--- src/mexp_pkg.sv ---
// shared constants, command and status types for the modular exponentiation block
package mexp_pkg;

  localparam int OPERAND_BITS = 63;
  localparam int BASE_W = 64;
  localparam int RAW_W = BASE_W - 1;
  localparam int RES_W = 63;
  localparam int DATA_W = 64;
  localparam int ADDR_W = 4;
  localparam int ALIGN_SH = RAW_W - OPERAND_BITS;
  localparam int CNT_W = $clog2(RAW_W);
  localparam int BIT_W = $clog2(OPERAND_BITS);

  localparam logic REG_MODULUS = 1'b0;
  localparam logic REG_EXPONENT = 1'b1;

  typedef enum logic [3:0] {
    CMD_NOP,
    CMD_LOAD,
    CMD_RED_STEP,
    CMD_RED_END,
    CMD_START_PROD,
    CMD_START_SQR,
    CMD_MUL_STEP,
    CMD_SAVE_PROD,
    CMD_SAVE_B,
    CMD_OUT
  } cmd_op_e;

  typedef struct packed {
    cmd_op_e op;
    logic    err;
  } dp_cmd_t;

  typedef struct packed {
    logic err;
    logic e_bit;
  } dp_status_t;

endpackage

--- src/mexp_datapath.sv ---
// operand registers, bit-serial reduction and modular multiply, result register
module mexp_datapath (
  input  logic                               clk_i,
  input  mexp_pkg::dp_cmd_t                  cmd_i,
  output mexp_pkg::dp_status_t               status_o,
  input  logic [mexp_pkg::BASE_W-1:0]        base_i,
  input  logic [mexp_pkg::OPERAND_BITS-1:0]  modulus_i,
  input  logic [mexp_pkg::OPERAND_BITS-1:0]  exponent_i,
  output logic [mexp_pkg::RES_W-1:0]         result_o,
  output logic                               failed_o
);
  import mexp_pkg::*;

  localparam int N = OPERAND_BITS;

  logic [N-1:0]     acc_q, acc_d;
  logic [N-1:0]     x_q, x_d;
  logic [N-1:0]     b_q, b_d;
  logic [N-1:0]     prod_q, prod_d;
  logic [N-1:0]     e_q, e_d;
  logic [RAW_W-1:0] y_q, y_d;
  logic [RES_W-1:0] result_q, result_d;
  logic             failed_q, failed_d;

  logic [N:0]       m_ext;
  logic [N:0]       red_r, red_v;
  logic [N:0]       dbl, dbl_m, sum, sum_m;
  logic [N-1:0]     one_mod;
  logic [RAW_W-1:0] y_shift, y_from_b;

  always_comb begin
    m_ext    = {1'b0, modulus_i};
    red_r    = {acc_q, y_q[RAW_W-1]};
    red_v    = (red_r >= m_ext) ? red_r - m_ext : red_r;
    dbl      = {acc_q, 1'b0};
    dbl_m    = (dbl >= m_ext) ? dbl - m_ext : dbl;
    sum      = dbl_m + {1'b0, x_q};
    sum_m    = (sum >= m_ext) ? sum - m_ext : sum;
    one_mod  = (modulus_i == N'(1)) ? '0 : N'(1);
    y_shift  = {y_q[RAW_W-2:0], 1'b0};
    y_from_b = RAW_W'(b_q) << ALIGN_SH;
  end

  always_comb begin
    acc_d    = acc_q;
    x_d      = x_q;
    b_d      = b_q;
    prod_d   = prod_q;
    e_d      = e_q;
    y_d      = y_q;
    result_d = result_q;
    failed_d = failed_q;
    case (cmd_i.op)
      CMD_LOAD: begin
        acc_d = '0;
        y_d   = base_i[RAW_W-1:0];
        e_d   = exponent_i;
      end
      CMD_RED_STEP: begin
        acc_d = red_v[N-1:0];
        y_d   = y_shift;
      end
      CMD_RED_END: begin
        b_d    = acc_q;
        prod_d = one_mod;
      end
      CMD_START_PROD: begin
        acc_d = '0;
        x_d   = prod_q;
        y_d   = y_from_b;
      end
      CMD_START_SQR: begin
        acc_d = '0;
        x_d   = b_q;
        y_d   = y_from_b;
      end
      CMD_MUL_STEP: begin
        acc_d = y_q[RAW_W-1] ? sum_m[N-1:0] : dbl_m[N-1:0];
        y_d   = y_shift;
      end
      CMD_SAVE_PROD: begin
        prod_d = acc_q;
        acc_d  = '0;
        x_d    = b_q;
        y_d    = y_from_b;
      end
      CMD_SAVE_B: begin
        b_d = acc_q;
        e_d = e_q >> 1;
      end
      CMD_OUT: begin
        result_d = cmd_i.err ? '0 : RES_W'(prod_q);
        failed_d = cmd_i.err;
      end
      default: begin
      end
    endcase
  end

  always_ff @(posedge clk_i) begin
    acc_q    <= acc_d;
    x_q      <= x_d;
    b_q      <= b_d;
    prod_q   <= prod_d;
    e_q      <= e_d;
    y_q      <= y_d;
    result_q <= result_d;
    failed_q <= failed_d;
  end

  assign status_o.err   = base_i[BASE_W-1] | (modulus_i == '0);
  assign status_o.e_bit = e_q[0];
  assign result_o       = result_q;
  assign failed_o       = failed_q;

endmodule

--- src/mexp_ctrl.sv ---
// sequencer for reduction, square-and-multiply steps and result handoff
module mexp_ctrl (
  input  logic                  clk_i,
  input  logic                  rst_ni,
  input  logic                  in_valid_i,
  output logic                  in_stall_o,
  output logic                  out_valid_o,
  input  logic                  out_stall_i,
  input  mexp_pkg::dp_status_t  status_i,
  output mexp_pkg::dp_cmd_t     cmd_o
);
  import mexp_pkg::*;

  typedef enum logic [3:0] {
    S_IDLE,
    S_RED,
    S_RED_END,
    S_SEL,
    S_MULP,
    S_PEND,
    S_MULS,
    S_SEND,
    S_DONE
  } state_e;

  state_e           state_q, state_d;
  logic [CNT_W-1:0] cnt_q, cnt_d;
  logic [BIT_W-1:0] k_q, k_d;
  logic             err_q, err_d;
  logic             out_valid_q, out_valid_d;

  always_comb begin
    state_d     = state_q;
    cnt_d       = cnt_q;
    k_d         = k_q;
    err_d       = err_q;
    out_valid_d = out_valid_q & out_stall_i;
    cmd_o.op    = CMD_NOP;
    cmd_o.err   = err_q;
    case (state_q)
      S_IDLE: begin
        if (in_valid_i) begin
          cmd_o.op = CMD_LOAD;
          err_d    = status_i.err;
          cnt_d    = '0;
          state_d  = status_i.err ? S_DONE : S_RED;
        end
      end
      S_RED: begin
        cmd_o.op = CMD_RED_STEP;
        cnt_d    = cnt_q + 1'b1;
        if (cnt_q == CNT_W'(RAW_W - 1)) begin
          state_d = S_RED_END;
        end
      end
      S_RED_END: begin
        cmd_o.op = CMD_RED_END;
        k_d      = '0;
        state_d  = S_SEL;
      end
      S_SEL: begin
        cnt_d = '0;
        if (status_i.e_bit) begin
          cmd_o.op = CMD_START_PROD;
          state_d  = S_MULP;
        end else begin
          cmd_o.op = CMD_START_SQR;
          state_d  = S_MULS;
        end
      end
      S_MULP: begin
        cmd_o.op = CMD_MUL_STEP;
        cnt_d    = cnt_q + 1'b1;
        if (cnt_q == CNT_W'(OPERAND_BITS - 1)) begin
          state_d = S_PEND;
        end
      end
      S_PEND: begin
        cmd_o.op = CMD_SAVE_PROD;
        cnt_d    = '0;
        state_d  = S_MULS;
      end
      S_MULS: begin
        cmd_o.op = CMD_MUL_STEP;
        cnt_d    = cnt_q + 1'b1;
        if (cnt_q == CNT_W'(OPERAND_BITS - 1)) begin
          state_d = S_SEND;
        end
      end
      S_SEND: begin
        cmd_o.op = CMD_SAVE_B;
        k_d      = k_q + 1'b1;
        state_d  = (k_q == BIT_W'(OPERAND_BITS - 1)) ? S_DONE : S_SEL;
      end
      S_DONE: begin
        if (!out_valid_q || !out_stall_i) begin
          cmd_o.op    = CMD_OUT;
          out_valid_d = 1'b1;
          state_d     = S_IDLE;
        end
      end
      default: begin
        state_d = S_IDLE;
      end
    endcase
  end

  always_ff @(posedge clk_i or negedge rst_ni) begin
    if (!rst_ni) begin
      state_q     <= S_IDLE;
      cnt_q       <= '0;
      k_q         <= '0;
      err_q       <= 1'b0;
      out_valid_q <= 1'b0;
    end else begin
      state_q     <= state_d;
      cnt_q       <= cnt_d;
      k_q         <= k_d;
      err_q       <= err_d;
      out_valid_q <= out_valid_d;
    end
  end

  assign in_stall_o  = (state_q != S_IDLE);
  assign out_valid_o = out_valid_q;

  // rejected request skips all arithmetic
  a_err_skips: assert property (@(posedge clk_i) disable iff (!rst_ni)
    (state_q == S_IDLE && in_valid_i && status_i.err) |=> (state_q == S_DONE && err_q))
    else $error("error request did not go straight to result");

  // result handed to the output register when it is free
  a_done_loads: assert property (@(posedge clk_i) disable iff (!rst_ni)
    (state_q == S_DONE && (!out_valid_q || !out_stall_i)) |=> (out_valid_q && state_q == S_IDLE))
    else $error("finished result not loaded");

  // step counter stays within operand length during multiplies
  a_mul_cnt: assert property (@(posedge clk_i) disable iff (!rst_ni)
    (state_q == S_MULP || state_q == S_MULS) |-> (cnt_q < CNT_W'(OPERAND_BITS)))
    else $error("multiply step counter overrun");

  // an error request never enters the arithmetic states
  a_err_no_math: assert property (@(posedge clk_i) disable iff (!rst_ni)
    (err_q && state_q != S_IDLE) |-> (state_q == S_DONE))
    else $error("error request entered arithmetic");

endmodule

--- src/modular_exponentiation.sv ---
// modular exponentiation top level: config registers, sequencer and datapath
//
// Input channel: in_valid_i / in_stall_o carry one signed 64-bit base per request.
// Output channel: out_valid_o / out_stall_i carry result_o and failed_o.
// Config port: APB-style, 64-bit data; modulus at byte address 0, exponent at 8.
// Only write the registers while no request is in flight.
// A negative base or a zero modulus returns failed_o = 1 and result_o = 0.
// Otherwise the base is first reduced modulo the modulus bit-serially, then the
// exponent is scanned from its low bit. Each of the 63 exponent bits costs a select
// state, one bit-serial modular squaring and, where the bit is set, one modular
// multiply; both take one multiplier bit per cycle in a shared double-and-add
// unit.
// One request is worked on at a time; the next is taken once the result sits in
// the output register, which holds it for as long as out_stall_i is high.
// Reset clears both registers to zero and empties the output register.
module modular_exponentiation (
  input  logic                                clk_i,
  input  logic                                rst_ni,
  input  logic                                in_valid_i,
  output logic                                in_stall_o,
  input  logic signed [mexp_pkg::BASE_W-1:0]  base_i,
  output logic                                out_valid_o,
  input  logic                                out_stall_i,
  output logic [mexp_pkg::RES_W-1:0]          result_o,
  output logic                                failed_o,
  input  logic                                psel,
  input  logic                                penable,
  input  logic                                pwrite,
  input  logic [mexp_pkg::ADDR_W-1:0]         paddr,
  input  logic [mexp_pkg::DATA_W-1:0]         pwdata,
  output logic [mexp_pkg::DATA_W-1:0]         prdata,
  output logic                                pready
);
  import mexp_pkg::*;

  logic [OPERAND_BITS-1:0] modulus_q, modulus_d;
  logic [OPERAND_BITS-1:0] exponent_q, exponent_d;
  logic                    wr_en;
  logic                    reg_sel;
  dp_cmd_t                 cmd;
  dp_status_t              status;

  assign pready  = 1'b1;
  assign wr_en   = psel & penable & pwrite;
  assign reg_sel = paddr[ADDR_W-1];

  always_comb begin
    modulus_d  = modulus_q;
    exponent_d = exponent_q;
    if (wr_en) begin
      case (reg_sel)
        REG_MODULUS:  modulus_d  = pwdata[OPERAND_BITS-1:0];
        REG_EXPONENT: exponent_d = pwdata[OPERAND_BITS-1:0];
        default: begin
        end
      endcase
    end
  end

  always_ff @(posedge clk_i or negedge rst_ni) begin
    if (!rst_ni) begin
      modulus_q  <= '0;
      exponent_q <= '0;
    end else begin
      modulus_q  <= modulus_d;
      exponent_q <= exponent_d;
    end
  end

  assign prdata = (reg_sel == REG_EXPONENT) ? DATA_W'(exponent_q) : DATA_W'(modulus_q);

  mexp_ctrl u_ctrl (
    .clk_i       (clk_i),
    .rst_ni      (rst_ni),
    .in_valid_i  (in_valid_i),
    .in_stall_o  (in_stall_o),
    .out_valid_o (out_valid_o),
    .out_stall_i (out_stall_i),
    .status_i    (status),
    .cmd_o       (cmd)
  );

  mexp_datapath u_datapath (
    .clk_i      (clk_i),
    .cmd_i      (cmd),
    .status_o   (status),
    .base_i     (base_i),
    .modulus_i  (modulus_q),
    .exponent_i (exponent_q),
    .result_o   (result_o),
    .failed_o   (failed_o)
  );

endmodule

--- config.mk ---
export PLATFORM = sky130hd
export DESIGN_NAME = modular_exponentiation
export DESIGN_NICKNAME = d
export VERILOG_FILES = /design/src/mexp_pkg.sv /design/src/mexp_datapath.sv /design/src/mexp_ctrl.sv /design/src/modular_exponentiation.sv
export SDC_FILE = /design/constraint.sdc
export NUM_CORES = 2
export LEC_CHECK = 0
export ABC_AREA = 0
export BUFFER_PORTS_ARGS = -buffer_cell sky130_fd_sc_hd__buf_2
export CORE_ASPECT_RATIO = 1.1
export CORE_MARGIN = 2
export CORE_UTILIZATION = 30
export CTS_CLUSTER_DIAMETER = 60
export CTS_CLUSTER_SIZE = 25
export DETAILED_ROUTE_END_ITERATION = 16
export MAX_ROUTING_LAYER = met4
export PLACE_DENSITY_LB_ADDON = 0.2
export SYNTH_ARGS = -nofsm -noshare
export SYNTH_HDL_FRONTEND = slang
export SYNTH_SLANG_ARGS = --single-unit
--- constraint.sdc ---
create_clock -name clk_i -period 10.9 [get_ports clk_i]
set_input_delay 0 -clock clk_i [delete_from_list [all_inputs] [get_ports clk_i]]
set_output_delay 0 -clock clk_i [all_outputs]
set_load 0.01 [all_outputs]
Word-level counts from Yosys, hierarchy flattened
Cells that the tools add are included.

Word-level logic and storage cells: 109. Output and inout port bits: 131. Register bits: 586. Bits of input ports: 139.

$add $sub $neg: 6. Magnitude comparators: 3. Equality and inequality tests: 25. Multiplexer cells: 29. Bitwise operators: 5. Reductions and logical operators: 26.

Operators by type and width (number): $pmux 63 s2 (3); $pmux 63 s3 (2); $mux 63 (4); $ge 64x63->1 (3); $sub 63x63->63 (2); $add 64x63->64 (1); $mux 64 (1); $sub 64x63->64 (1); $eq 63x1->1 const B (1); $logic_not 63->1 (1); $pmux 4 s9 (1); $eq 4x3->1 const B (8); $mux 4 (8); $pmux 4 s8 (1); $pmux 6 s3 (1); $eq 4x2->1 const B (4); $add 6x1->6 const B (2); $eq 4x4->1 const B (3); $eq 6x6->1 const B (2); $pmux 6 s2 (1); $reduce_or 2->1 (5); $reduce_bool 3->1 (3); $eq 4x1->1 const B (2); $ne 2x1->1 const B (4); 16 further kinds (30).

Logic depth before layout (Yosys ltp)
Word-level depth: 7. Mapped depth: 43. Gate-level depth less buffers: 36.

Hierarchy
A second synthesis with hierarchy kept.

Cell total of the unflattened synthesis: 3973. Area total of the unflattened synthesis: 39779.4 um2.

By module, submodules not included: mexp_datapath (area each 33201.8 um2, sequential area each 13272.7 um2, instances 1, cells an instance 3512); modular_exponentiation (area each 5472.7 um2, sequential area each 3153.0 um2, instances 1, cells an instance 341); mexp_ctrl (area each 1104.8 um2, sequential area each 450.4 um2, instances 1, cells an instance 120).

Least setup slack after synthesis
Ideal clock, no wire load.

Kind: flip-flop to flip-flop. Start point: register modulus_q[0]. End point: register u_datapath.acc_q[50], data pin. Setup slack: 2.855 ns. Stages on the path, launching flop included: 41. Period minus slack after synthesis: 8.045 ns. Buffers on the path: 5. Library setup time: 0.261 ns. Data required time: 10.639 ns. Arrival time: 7.784 ns. Path through: dfrtp_1 clkbuf_1 inv_1 fa_1 a21o_1 a21oi_2 o21bai_1 a21boi_2 a21oi_1 o21bai_2 nand2_1 buf_4 buf_2 nor2_1 a21oi_1 ha_1 a2111oi_1 nand2_1 [... 5 more ...] o21bai_1 a21oi_1 xnor2_1 ha_1 clkbuf_1 nand4_1 nor3_1 inv_1 nor2_1 nand2_1 a21o_1 nand2_1 a21oi_1 or2_2 buf_2 nand2_8 mux2_4 a221o_1.

Cells in the longest elaborated chain, start to end: 7. Elaborated cells on any way between the ends: 12. Those cells by class: add/sub: 4; order compare: 3; mux: 5.

RTL lines: start, declared (line modular_exponentiation.sv:36) `logic [OPERAND_BITS-1:0] modulus_q, modulus_d;`; start signal, assigned (line modular_exponentiation.sv:65) `modulus_q <= modulus_d;`; $sub 64x63->64 or $ge 64x63->1 (tied branches) (line mexp_datapath.sv:36) `dbl_m = (dbl >= m_ext) ? dbl - m_ext : dbl;`; $mux 64 (line mexp_datapath.sv:36); $add 64x63->64 (line mexp_datapath.sv:37) `sum = dbl_m + {1'b0, x_q};`; $sub 63x63->63 or $ge 64x63->1 (tied branches) (line mexp_datapath.sv:38) `sum_m = (sum >= m_ext) ? sum - m_ext : sum;`; $mux 63 (line mexp_datapath.sv:38); $mux 63 (line mexp_datapath.sv:78) `acc_d = y_q[RAW_W-1] ? sum_m[N-1:0] : dbl_m[N-1:0];`; $pmux 63 s3 * (line mexp_datapath.sv:53) `case (cmd_i.op)`; net u_datapath.acc_d[50] (line mexp_datapath.sv:16) `logic [N-1:0] acc_q, acc_d;`; end signal, assigned (line mexp_datapath.sv:101) `acc_q <= acc_d;`; end, declared (line mexp_datapath.sv:16).

The timed path passes the listed nets; every way through them passes the cells marked *. A chain may end at the register's enable or synchronous reset.

Worst setup path after layout
Start point: register modulus_q[53]. End point: register u_datapath.acc_q[59], data pin.

Same word-level chain as after synthesis.

==> flow_metrics.env <==
export IMPL_yosysWarningCount=0
export IMPL_overflow=0
export IMPL_critPathRequiredTime_ns=11.31
export IMPL_synth_simple_area_share_pct=12.8
export IMPL_synth_area_um2=39400
export IMPL_cpLargestDelayFamily="compound AO/OA/AOI/OAI gates"
export IMPL_placementRows=139
export IMPL_drc=0
export IMPL_synth_xor_area_share_pct=5.53
export IMPL_synth_edf_count=442
export IMPL_synthFlopType="edfxtp_1"
export IMPL_cts_resized=0
export IMPL_setup_ws_ns=0.751
export IMPL_critPathKind="reg -> reg"
export IMPL_numClockSinks=586
export IMPL_top_layer="met4"
export IMPL_fin_setup_tns_ns=0
export IMPL_synthesis_nets=4368
export IMPL_gp_congestion=1.03
export IMPL_path_clk_slew_ns=0.07
export IMPL_grt_total_usage_pct=24.1
export IMPL_ys_seq_area_share_pct=42.8
export IMPL_die_h_um=384
export IMPL_fmaxAchievable_mhz=98.5
export IMPL_cp_num_buf_inv=5
export IMPL_critical_path_peak_fanout=25
export IMPL_muxShareOfSynthArea_pct=10.9
export IMPL_synth_top_family_by_area="compound AO/OA/AOI/OAI gates"
export IMPL_hold_viol=0
export IMPL_grt_start_max_net_pins=92
export IMPL_clock_skew_ns=0.0371
export IMPL_wl_met1_um=77800
export IMPL_drtIter0Drc=2815
export IMPL_crit_path_max_incr_delay_ns=0.60
export IMPL_final_common_cell="edfxtp_1"
export IMPL_timing_critical_path_mode_cell="a21oi_1"
export IMPL_slew_violations=0
export IMPL_core_area_um2=130000
export IMPL_setup_viol=0
export IMPL_drive_gt1_share_pct=19.0
export IMPL_netlist_instances=4030
export IMPL_min_period_over_period_pct=93.1
export IMPL_syn_to_final_growth_pct=18.5
export IMPL_start_kind="flop"
export IMPL_async_reset_ff_share_pct=24.6
export IMPL_dieArea_um2=134000
export IMPL_maxSlewHeadroom_pct=13.9
export IMPL_ant_nets=0
export IMPL_ctsHoldBuffers=139
export IMPL_wl_per_cell_um=26.2
export IMPL_mostFrequentLayoutCells="edfxtp_1 (442), nand2_1 (420), a21oi_1 (364)"
export IMPL_clockBufferDepth=3
export IMPL_via_per_inst=5.40
export IMPL_insertion_delay_ns=0.70
export IMPL_io_buffers=263
export IMPL_synth_top_area_share_pct=33.7
export IMPL_dr_pass1_iters=6
export IMPL_maxCapViolations=0
export IMPL_cts_root_buf="clkbuf_16"
export IMPL_cp_slowest_cell="or4_1"
export IMPL_tightest_slew_ns=1.28
export IMPL_syn_area_per_cell_um2=9.78
export IMPL_antenna_found_initial=6
export IMPL_grt_pass1_vias=32000
export IMPL_htreeDepth=3
export IMPL_final_nets=4725
export IMPL_post_place_ws_ns=0.897
export IMPL_postLayoutCoreUtil_pct=35.8
export IMPL_register_area_um2=16900
export IMPL_ios=270
export IMPL_start_util_pct=30.2
export IMPL_synth_compound_area_share_pct=17.6
export IMPL_cts_tree="done"
export IMPL_min_path_type="in -> reg"
export IMPL_vias=33100
export IMPL_grt_pass1_wl_um=227000
export IMPL_status="finished, final reports clean"
export IMPL_wl_met3_um=8450
export IMPL_ys_seq_elements=586
export IMPL_cts_setup_buffers=0
export IMPL_synthAdderAreaFrac_pct=6.39
export IMPL_dr_wl_met2_um=70100
export IMPL_yosys_area_top_type="edfxtp_1"
export IMPL_fillCellCount=13400
export IMPL_cp_end_kind="flop"
export IMPL_synth_distinct_cells=94
export IMPL_synth_area_leaders="edfxtp_1 (34%), dfrtp_1 (9.1%), mux2_2 (7.8%)"
export IMPL_fin_hold_ws_ns=0.0843
export IMPL_dp_hpwl_um=130000
export IMPL_arrival_ns=10.56
export IMPL_multi_input_area_um2=21100
export IMPL_routed_wl_um=161000
export IMPL_cts_buffers=67
export IMPL_period_minus_slack_ns=10.15
export IMPL_chipWidth_um=350
export IMPL_rsz0062_at_grt="no"
[synthesized netlist by cell type (6+ instances only)]
master	n
dfrtp_1	144
nor2b_1	89
a211o_1	8
o211ai_1	13
edfxtp_1	442
and3_1	23
nand2_1	422
buf_4	8
a21oi_1	367
a221oi_1	8
a21o_1	75
and4_1	8
o221ai_1	11
a211oi_1	7
xor2_1	85
and2_1	75
nand2b_1	12
mux2i_1	116
a31oi_1	23
a22oi_1	48
o21a_1	29
buf_1	20
mux2_2	273
ha_1	195
o21ai_0	341
nand4_1	66
clkbuf_1	134
buf_2	66
or2_2	6
o21bai_1	49
o21ai_1	62
a21boi_0	16
inv_1	142
nor2_1	228
o31ai_1	11
nor3_1	37
a21oi_2	9
nor4_1	25
a221o_1	9
xnor2_1	161
nand3_1	55
or3_1	11
[flip-flops by register name, indices dropped and copies added (netlist names)]
signal	cells
u_datapath.prod_q	63
u_ctrl.k_q	6
exponent_q	63
u_datapath.acc_q	63
u_ctrl.state_q	4
u_datapath.b_q	63
u_datapath.failed_o	1
u_datapath.y_q	63
u_ctrl.cnt_q	6
modulus_q	63
u_datapath.result_o	63
u_ctrl.out_valid_o	1
u_datapath.x_q	63
u_datapath.e_q	63
u_ctrl.err_q	1
[cells by family (layout without fill, tap and decap cells)]
kind of cell	after synthesis	after routing
AOI/OAI and AO/OA	1151	1151
xor gates and xnor gates	247	247
buffers and inverters	380	791
other	2	6
DFF	586	586
and+or+nand+nor	1072	1072
muxes	393	393
adders and majority gates	199	199
[worst min-delay path, delay by kind of cell]
family / cells / cell delay (ns)
mux: 1 / 0.13
buf+inv: 2 / 0.61
[stage by stage]
stage,cells,instance area [um2]
floorplan,4030,39400
global placement,5871,42900
detailed placement,5871,42900
CTS,6133,46700
global route,6133,46700
finish,6137,46700
[metal layers]
metal	GRT usage [%]	up-vias
met1	34.5	16500
met2	35.6	1008
li1	-	15500
met4	7.20	0
met3	2.61	163
met5	-	-
[area by class of cell]
type	instances	share of cell area (%)
clock inverters	53	1.42
clock buffers	70	3.70
inverters	144	1.16
diodes	4	0.0214
multi-input cells	3064	45.1
repair buffers	524	7.92
flip-flops and latches	586	36.1
well taps	1692	4.53
[path summary, 6_finish.rpt]
kind	startpoint	endpoint	slack [ns]	depth (start not counted)
setup / recovery	modulus_q[53]	u_datapath.acc_q[59]	0.75	36
hold / removal	pwdata[35]	exponent_q[35]	0.08	3
setup reg to reg	modulus_q[53]	u_datapath.acc_q[59]	0.75	36
hold reg to reg	u_ctrl.k_q[4]	u_ctrl.k_q[4]	0.48	1
max in group asynchronous	rst_ni	exponent_q[47]	9.25	5
min in group asynchronous	rst_ni	modulus_q[10]	0.40	4
Power is not shown: default switching activity piles up to over one toggle a cycle in this logic, so the estimate is an artifact.
